File: config.mk
export PLATFORM = sky130hd
export DESIGN_NAME = fte_seq
export DESIGN_NICKNAME = d
export VERILOG_FILES = /design/src/hdl/fte_pkg.sv /design/src/hdl/fte_alu.sv /design/src/hdl/fte_seq.sv
export SDC_FILE = /design/constraint.sdc
export NUM_CORES = 1
export LEC_CHECK = 0
export BUFFER_PORTS_ARGS = -buffer_cell sky130_fd_sc_hd__buf_4
export CELL_PAD_IN_SITES_DETAIL_PLACEMENT = 1
export CELL_PAD_IN_SITES_GLOBAL_PLACEMENT = 2
export CORE_ASPECT_RATIO = 2
export CORE_MARGIN = 4
export CORE_UTILIZATION = 38
export CTS_BUF_LIST = sky130_fd_sc_hd__clkbuf_16
export CTS_CLUSTER_SIZE = 25
export DETAILED_ROUTE_END_ITERATION = 12
export PLACE_DENSITY = 0.95
export SLEW_MARGIN = 20
export SYNTH_ARGS = -nofsm -noshare
export SYNTH_HDL_FRONTEND = slang
export SYNTH_SLANG_ARGS = --single-unit
export TNS_END_PERCENT = 100
File: constraint.sdc
create_clock -name clk -period 19.65 [get_ports clk]
set_clock_uncertainty 0.1 [all_clocks]
set_input_delay 3.93 -clock clk [delete_from_list [all_inputs] [get_ports clk]]
set_output_delay 3.93 -clock clk [all_outputs]
set_load 0.02 [all_outputs]
File: src/hdl/fte_pkg.sv
// Shared types, constants and helper functions for the Fenwick tree engine.
// Used by fte_alu, fte_seq and fenwick_tree_engine; depends on nothing.
package fte_pkg;

  localparam int MAX_SIZE = 1024;
  localparam int ADDR_W   = $clog2(MAX_SIZE);
  localparam int SIZE_W   = $clog2(MAX_SIZE + 1);
  localparam int DATA_W   = 64;
  localparam int TS_W     = 11;
  localparam int IDX_W    = 10;
  localparam int PADDR_W  = 3;

  localparam logic [TS_W-1:0]    TREE_SIZE_RESET = TS_W'(1024);
  localparam logic [PADDR_W-1:0] REG_TREE_SIZE   = PADDR_W'(0);

  typedef enum logic [1:0] {
    OP_ADD    = 2'd0,
    OP_PREFIX = 2'd1,
    OP_RANGE  = 2'd2,
    OP_SELECT = 2'd3
  } op_t;

  typedef enum logic [3:0] {
    ST_CLEAR,
    ST_IDLE,
    ST_ADD_RD,
    ST_ADD_WR,
    ST_SUM_RD,
    ST_SUM_ACC,
    ST_SEL_RD,
    ST_SEL_CMP,
    ST_DONE
  } state_t;

  typedef struct packed {
    logic [DATA_W-1:0] a;
    logic [DATA_W-1:0] b;
    logic              sub;
    logic [DATA_W-1:0] target;
  } alu_req_t;

  typedef struct packed {
    logic [DATA_W-1:0] sum;
    logic              less;
  } alu_rsp_t;

  // tree_size clamped to 1..MAX_SIZE
  function automatic logic [SIZE_W-1:0] eff_size(input logic [TS_W-1:0] ts);
    logic [SIZE_W-1:0] r;
    if (ts == '0) begin
      r = SIZE_W'(1);
    end else if (int'(ts) > MAX_SIZE) begin
      r = SIZE_W'(MAX_SIZE);
    end else begin
      r = SIZE_W'(ts);
    end
    return r;
  endfunction

  function automatic logic [SIZE_W-1:0] low_bit(input logic [SIZE_W-1:0] p);
    return p & (~p + SIZE_W'(1));
  endfunction

  // highest power of two not above s
  function automatic logic [SIZE_W-1:0] high_pow(input logic [SIZE_W-1:0] s);
    logic [SIZE_W-1:0] r;
    r = SIZE_W'(1);
    for (int i = 0; i < SIZE_W; i++) begin
      if (s[i]) r = SIZE_W'(1) << i;
    end
    return r;
  endfunction

endpackage

File: src/hdl/fte_alu.sv
// Shared 64-bit add/subtract unit with signed compare against a target.
// Depends on fte_pkg.
module fte_alu (
  input  fte_pkg::alu_req_t req,
  output fte_pkg::alu_rsp_t rsp
);

  logic [fte_pkg::DATA_W-1:0] b_op;

  assign b_op     = req.sub ? ~req.b : req.b;
  assign rsp.sum  = req.a + b_op + fte_pkg::DATA_W'(req.sub);
  assign rsp.less = $signed(rsp.sum) < $signed(req.target);

endmodule

File: src/hdl/fte_seq.sv
// Sequencer for the tree walks: clear pass, point add, prefix/range sum and select.
// Drives the tree RAM ports and one shared fte_alu. Depends on fte_pkg, fte_alu.
module fte_seq (
  input  logic                              clk,
  input  logic                              rst,
  input  logic                              clr_start,
  input  logic [fte_pkg::SIZE_W-1:0]        size,
  input  logic                              in_valid,
  output logic                              in_stall,
  input  logic [1:0]                        opcode,
  input  logic [fte_pkg::IDX_W-1:0]         index,
  input  logic [fte_pkg::IDX_W-1:0]         right_index,
  input  logic signed [fte_pkg::DATA_W-1:0] value,
  output logic                              out_valid,
  input  logic                              out_stall,
  output logic signed [fte_pkg::DATA_W-1:0] sum_result,
  output logic [fte_pkg::SIZE_W-1:0]        position,
  output logic                              error,
  output logic                              ram_we,
  output logic [fte_pkg::ADDR_W-1:0]        ram_waddr,
  output logic [fte_pkg::DATA_W-1:0]        ram_wdata,
  output logic [fte_pkg::ADDR_W-1:0]        ram_raddr,
  input  logic [fte_pkg::DATA_W-1:0]        ram_rdata
);

  localparam int SW = fte_pkg::SIZE_W;

  fte_pkg::state_t state, state_next;
  fte_pkg::op_t    op, op_next;
  logic            err, err_next;
  logic            phase2, phase2_next;
  logic [SW-1:0]   pos, pos_next;
  logic [SW-1:0]   x, x_next;
  logic [SW-1:0]   step, step_next;
  logic [fte_pkg::IDX_W-1:0]  left, left_next;
  logic [fte_pkg::DATA_W-1:0] delta, delta_next;
  logic [fte_pkg::DATA_W-1:0] acc, acc_next;
  logic [fte_pkg::ADDR_W-1:0] clr_addr, clr_addr_next;

  fte_pkg::alu_req_t alu_req;
  fte_pkg::alu_rsp_t alu_rsp;

  logic          take;
  logic          out_free;
  logic [SW:0]   add_np;
  logic [SW-1:0] sum_np;
  logic [SW:0]   sel_xs;
  logic [SW:0]   idx_ext;
  logic [SW:0]   right_ext;
  logic [SW:0]   size_ext;

  fte_alu u_alu (
    .req (alu_req),
    .rsp (alu_rsp)
  );

  assign in_stall  = (state != fte_pkg::ST_IDLE);
  assign take      = in_valid && !in_stall;
  assign out_free  = !out_valid || !out_stall;
  assign add_np    = {1'b0, pos} + {1'b0, fte_pkg::low_bit(pos)};
  assign sum_np    = pos - fte_pkg::low_bit(pos);
  assign sel_xs    = {1'b0, x} + {1'b0, step};
  assign idx_ext   = (SW+1)'(index);
  assign right_ext = (SW+1)'(right_index);
  assign size_ext  = {1'b0, size};

  always_ff @(posedge clk) begin
    if (rst) begin
      state     <= fte_pkg::ST_CLEAR;
      clr_addr  <= '0;
      out_valid <= 1'b0;
    end else begin
      state    <= state_next;
      clr_addr <= clr_addr_next;
      if (state == fte_pkg::ST_DONE && out_free) begin
        out_valid <= 1'b1;
      end else if (!out_stall) begin
        out_valid <= 1'b0;
      end
    end
    op     <= op_next;
    err    <= err_next;
    phase2 <= phase2_next;
    pos    <= pos_next;
    x      <= x_next;
    step   <= step_next;
    left   <= left_next;
    delta  <= delta_next;
    acc    <= acc_next;
    if (state == fte_pkg::ST_DONE && out_free) begin
      sum_result <= ((op == fte_pkg::OP_PREFIX || op == fte_pkg::OP_RANGE) && !err) ?
                    acc : '0;
      position   <= (op == fte_pkg::OP_SELECT) ? x + SW'(1) : '0;
      error      <= err;
    end
  end

  always_comb begin
    state_next    = state;
    op_next       = op;
    err_next      = err;
    phase2_next   = phase2;
    pos_next      = pos;
    x_next        = x;
    step_next     = step;
    left_next     = left;
    delta_next    = delta;
    acc_next      = acc;
    clr_addr_next = clr_addr;
    ram_we        = 1'b0;
    ram_waddr     = pos[fte_pkg::ADDR_W-1:0];
    ram_wdata     = alu_rsp.sum;
    ram_raddr     = pos[fte_pkg::ADDR_W-1:0];
    alu_req.a      = acc;
    alu_req.b      = ram_rdata;
    alu_req.sub    = 1'b0;
    alu_req.target = delta;

    case (state)
      fte_pkg::ST_CLEAR: begin
        ram_we    = 1'b1;
        ram_waddr = clr_addr;
        ram_wdata = '0;
        if (clr_addr == fte_pkg::ADDR_W'(fte_pkg::MAX_SIZE - 1)) begin
          clr_addr_next = '0;
          state_next    = fte_pkg::ST_IDLE;
        end else begin
          clr_addr_next = clr_addr + fte_pkg::ADDR_W'(1);
        end
      end
      fte_pkg::ST_IDLE: begin
        if (take) begin
          op_next     = fte_pkg::op_t'(opcode);
          delta_next  = value;
          acc_next    = '0;
          x_next      = '0;
          phase2_next = 1'b0;
          left_next   = index;
          err_next    = 1'b0;
          case (fte_pkg::op_t'(opcode))
            fte_pkg::OP_ADD: begin
              pos_next = SW'(index);
              if (index == '0 || idx_ext >= size_ext) begin
                err_next   = 1'b1;
                state_next = fte_pkg::ST_DONE;
              end else begin
                state_next = fte_pkg::ST_ADD_RD;
              end
            end
            fte_pkg::OP_PREFIX: begin
              pos_next = SW'(index);
              if (idx_ext >= size_ext) begin
                err_next   = 1'b1;
                state_next = fte_pkg::ST_DONE;
              end else begin
                state_next = fte_pkg::ST_SUM_RD;
              end
            end
            fte_pkg::OP_RANGE: begin
              pos_next = SW'(right_index);
              if (index == '0 || right_ext >= size_ext || idx_ext > size_ext) begin
                err_next   = 1'b1;
                state_next = fte_pkg::ST_DONE;
              end else begin
                state_next = fte_pkg::ST_SUM_RD;
              end
            end
            default: begin
              step_next  = fte_pkg::high_pow(size);
              state_next = fte_pkg::ST_SEL_RD;
            end
          endcase
        end
      end
      fte_pkg::ST_ADD_RD: begin
        state_next = fte_pkg::ST_ADD_WR;
      end
      fte_pkg::ST_ADD_WR: begin
        alu_req.a = ram_rdata;
        alu_req.b = delta;
        ram_we    = 1'b1;
        if (add_np < size_ext) begin
          pos_next  = add_np[SW-1:0];
          ram_raddr = add_np[fte_pkg::ADDR_W-1:0];
        end else begin
          state_next = fte_pkg::ST_DONE;
        end
      end
      fte_pkg::ST_SUM_RD: begin
        if (pos != '0 && pos < size) begin
          state_next = fte_pkg::ST_SUM_ACC;
        end else if (op == fte_pkg::OP_RANGE && !phase2) begin
          phase2_next = 1'b1;
          pos_next    = SW'(left) - SW'(1);
        end else begin
          state_next = fte_pkg::ST_DONE;
        end
      end
      fte_pkg::ST_SUM_ACC: begin
        alu_req.sub = phase2;
        acc_next    = alu_rsp.sum;
        pos_next    = sum_np;
        ram_raddr   = sum_np[fte_pkg::ADDR_W-1:0];
        if (sum_np == '0) begin
          state_next = fte_pkg::ST_SUM_RD;
        end
      end
      fte_pkg::ST_SEL_RD: begin
        ram_raddr = sel_xs[fte_pkg::ADDR_W-1:0];
        if (step == '0) begin
          state_next = fte_pkg::ST_DONE;
        end else if (sel_xs < size_ext) begin
          state_next = fte_pkg::ST_SEL_CMP;
        end else begin
          step_next = step >> 1;
        end
      end
      fte_pkg::ST_SEL_CMP: begin
        if (alu_rsp.less) begin
          x_next   = sel_xs[SW-1:0];
          acc_next = alu_rsp.sum;
        end
        step_next  = step >> 1;
        state_next = fte_pkg::ST_SEL_RD;
      end
      fte_pkg::ST_DONE: begin
        if (out_free) begin
          state_next = fte_pkg::ST_IDLE;
        end
      end
      default: begin
        state_next = fte_pkg::ST_IDLE;
      end
    endcase

    if (clr_start) begin
      state_next    = fte_pkg::ST_CLEAR;
      clr_addr_next = '0;
    end
  end

`ifndef SYNTHESIS
  a_we_states: assert property (@(posedge clk) disable iff (rst)
    ram_we |-> (state == fte_pkg::ST_CLEAR || state == fte_pkg::ST_ADD_WR))
    else $error("tree written outside clear or add");

  a_add_pos: assert property (@(posedge clk) disable iff (rst)
    state == fte_pkg::ST_ADD_WR |-> (pos != '0 && pos < size))
    else $error("add walk left the valid range");

  a_clr_walk: assert property (@(posedge clk) disable iff (rst)
    (state == fte_pkg::ST_CLEAR && !clr_start && clr_addr != '1) |=>
    (state == fte_pkg::ST_CLEAR && clr_addr == $past(clr_addr) + fte_pkg::ADDR_W'(1)))
    else $error("clear pass skipped an entry");

  a_err_zero: assert property (@(posedge clk) disable iff (rst)
    (out_valid && error) |-> (sum_result == '0 && position == '0))
    else $error("error result carries data");
`endif

endmodule

==> impl_metrics.py <==
metrics = {
    "cts": {
        "cts_setup_buffers": 0,
        "cts.repair.resized": 0,
        "cts.sinks": 266,
        "clk_pin_slew_ns": 0.06,
        "tritoncts": "yes",
        "cts_buffer_depth": 3,
        "root_buffer": "clkbuf_16",
        "numCtsBuffers": 28,
        "hold_buffers": 0,
        "htreeDepth": 1,
        "clk-insertion-delay-late_ns": 0.60,
    },
    "logic_synthesis": {
        "ys.flop_type": "edfxtp_1",
        "syn_area_per_cell_um2": 8.87,
        "yosysWarningCount": 0,
        "async_reset_ff_share_pct": 0,
        "yosysMostFrequentCell": "nand2_1",
        "synth.largest_area_cell": "edfxtp_1",
        "ys_seq_area_share_pct": 37.7,
        "ys_seq_elements": 266,
        "synth_cell_types": 84,
        "synth_area_um2": 20800,
        "synthTopCellsByArea": "edfxtp_1 (36%), ha_1 (12%), nand2_1 (6.2%)",
        "synth_top_area_share_pct": 36.2,
        "synth-edff-count": 251,
        "syn_inst": 2345,
        "synthTopCellsByCount": "nand2_1 (341), edfxtp_1 (251), nor2_1 (216), ha_1 (195), inv_1 (184)",
        "syn_nets": 2708,
    },
    "route": {
        "wl_met1_mm": 27.9,
        "dr.pass1.iters": 5,
        "via_count": 18942,
        "top_layer_used": "met5",
        "drtIter0Drc": 1041,
        "routedWlPerCell_um": 25.1,
        "ant_nets": 0,
        "drc": 0,
        "totalWireLength_mm": 83.2,
        "dr_wl_met2_mm": 45.9,
        "route.met3.wl_mm": 3.40,
        "vias_per_cell": 5.71,
    },
    "timing": {
        "relSlewSlack_pct": 14.1,
        "fin_crit_sh_pct": 61.9,
        "hold_violations": 0,
        "finalWorstSetupSlack_ns": 7.49,
        "setup_violations": 0,
        "fmax_mhz": 82.3,
        "rsz0062_at_grt": "no",
        "fin_crit_ns": 12.16,
        "drv_slew": 0,
        "tns_ns": 0,
        "worst_slew_pin_slew_ns": 1.28,
    },
    "finish": {
        "final_cells": 3317,
        "utilization_pct": 45.7,
        "fin_nets": 2980,
        "ff_latch_area_um2": 7840,
        "drive_gt1_share_pct": 16.1,
        "area_delta_synth_final_pct": 19.6,
        "multi_input_area_um2": 11900,
        "fill_cells": 6394,
    },
    "worst_setup_path": {
        "cp_max_fo": 10,
        "crit_type": "in2out",
        "worst-r2r-cell-count": 24,
        "worstPathArrival_ns": 8.13,
        "cp_data_required_time_ns": 15.62,
        "end_kind": "output port",
        "startpoint_type": "input pin",
    },
    "power_and_ir_drop": {
        "internal-power_mw": 0.994,
        "comb_power_share_pct": 15.3,
        "p_per_area_nw_per_um2": 55.4,
        "total_leakage_power_nw": 10.8,
        "p_sw_share_pct": 27.9,
        "power_mw": 1.38,
        "pwr-share-clk_pct": 40.2,
        "ir_worst_vdd_v": 0.0000814,
        "seq_power_share_pct": 44.5,
        "p_switching_mw": 0.384,
    },
    "worst_hold_path": {
        "hp-class": "reg2reg",
        "hold_path_depth": 2,
    },
    "floorplanning": {
        "coreArea_um2": 54400,
        "die_w_um": 173,
        "dieArea_um2": 58800,
        "rows": 121,
        "die_y_um": 339,
        "initial_core_util_pct": 38.3,
        "ioPinCount": 329,
    },
    "flow_run": {
        "maxCapViolCount": 0,
    },
    "global_routing": {
        "grt_start_max_net_pins": 80,
        "grtUsageTotal_pct": 27.2,
        "grt_pass1_vias": 20556,
        "grt_overflow": 0,
        "antenna_found_initial": 3,
        "grt_pass1_wl_mm": 123,
    },
    "placement": {
        "routabilityCongestion": 0.949,
        "post-place-ws_ns": 7.57,
        "dp_hpwl_mm": 66.0,
        "port_buffers": 328,
        "dp_cells": 3263,
    },
    "run_status": {
        "status": "complete, no violations",
    },
}
-- kinds of logic (layout without fill, tap and decap cells) --
group | count (synthesis) | count (layout) | share of synthesized area, %
buf+inv | 296 | 590 | 5.39
other cells | 0 | 2 | 0
flops | 266 | 266 | 37.7
fa+ha+maj | 198 | 198 | 12.0
xor+xnor | 152 | 152 | 6.40
mux | 83 | 83 | 4.00
compound gates | 473 | 473 | 14.9
simple gates | 877 | 877 | 19.6
-- final cells by class --
type | instances | area share [%]
Inverter | 188 | 2.84
Tap cell | 676 | 3.40
Clock inverter | 23 | 0.745
Timing Repair Buffer | 350 | 10.6
Multi-Input combinational cell | 1783 | 48.0
Antenna cell | 2 | 0.0201
Sequential cell | 266 | 31.5
Clock buffer | 29 | 2.92
-- sequential cells by signal, indices dropped and copies added (netlist names), 2 cells and up --
| name | cells |
|---|---|
| acc | 64 |
| sum_result | 64 |
| state | 4 |
| step | 11 |
| position | 11 |
| op | 2 |
| delta | 64 |
| x | 11 |
| left | 10 |
| clr_addr | 10 |
| pos | 11 |
-- per-layer routing --
metal | vias to the layer above | GRT usage (%)
li1 | 8863 | -
met1 | 9261 | 25.8
met2 | 589 | 53.8
met3 | 227 | 3.54
met4 | 2 | 16.9
met5 | - | 0
-- worst max-delay path, cell delays in order --
cell and delay [ns]:
buf_4 0.11, mux2i_1 0.20, xor2_1 0.12, ha_1 0.51, nand4_1 0.23, nor4_1 1.11, and4_1 0.40, nand3_1 0.09
a21oi_1 0.33, nor3_1 0.20, o31ai_1 0.32, xnor2_1 0.25, nor2_1 0.11, buf_4 0.21
-- cells in the final DEF (no fill, tap or decap), types with 8 or more instances in the layout --
master	instances
buf_4	350
nand2_1	339
edfxtp_1	251
nor2_1	215
ha_1	195
inv_1	188
a21oi_1	136
xor2_1	99
mux2i_1	82
and2_1	78
a21o_1	71
xnor2_1	53
nand3_1	44
o21ai_1	40
o21ai_0	40
nand4_1	40
nor3_1	36
clkbuf_16	29
and3_1	24
o21bai_1	23
a31oi_1	19
o31ai_1	18
nor4_1	16
dfxtp_1	15
nor2b_1	14
nand2b_1	14
o21a_1	12
or3_1	12
a211oi_1	11
a211o_1	9
a221o_1	9
and4_1	8
o2111ai_1	8
o221ai_1	8
-- power by group through the flow --
stage	Combinational [mW]	Clock, mW	Sequential, mW
after global placement	0.202	0	0.626
after global routing	0.231	0.587	0.613
after floorplan	0.120	0	0.626
final	0.211	0.554	0.614
after CTS	0.211	0.568	0.614
after detailed placement	0.209	0	0.626
-- metrics by stage --
step,cell area (um2),hold WS [ns]
floorplan,20800,0.327
global placement,23900,0.393
detailed placement,23900,0.414
CTS,24900,0.423
global route,24900,0.439
finish,24900,0.419
-- worst paths after layout --
path	startpoint	to	slack [ns]
worst max register to register	state[1]	acc[59]	9.70
worst min-delay path	clr_addr[9]	clr_addr[9]	0.42
worst max-delay path	ram_rdata[34]	ram_wdata[54]	7.49
worst min register to register	clr_addr[9]	clr_addr[9]	0.42
(Power assumes the default switching activity.)
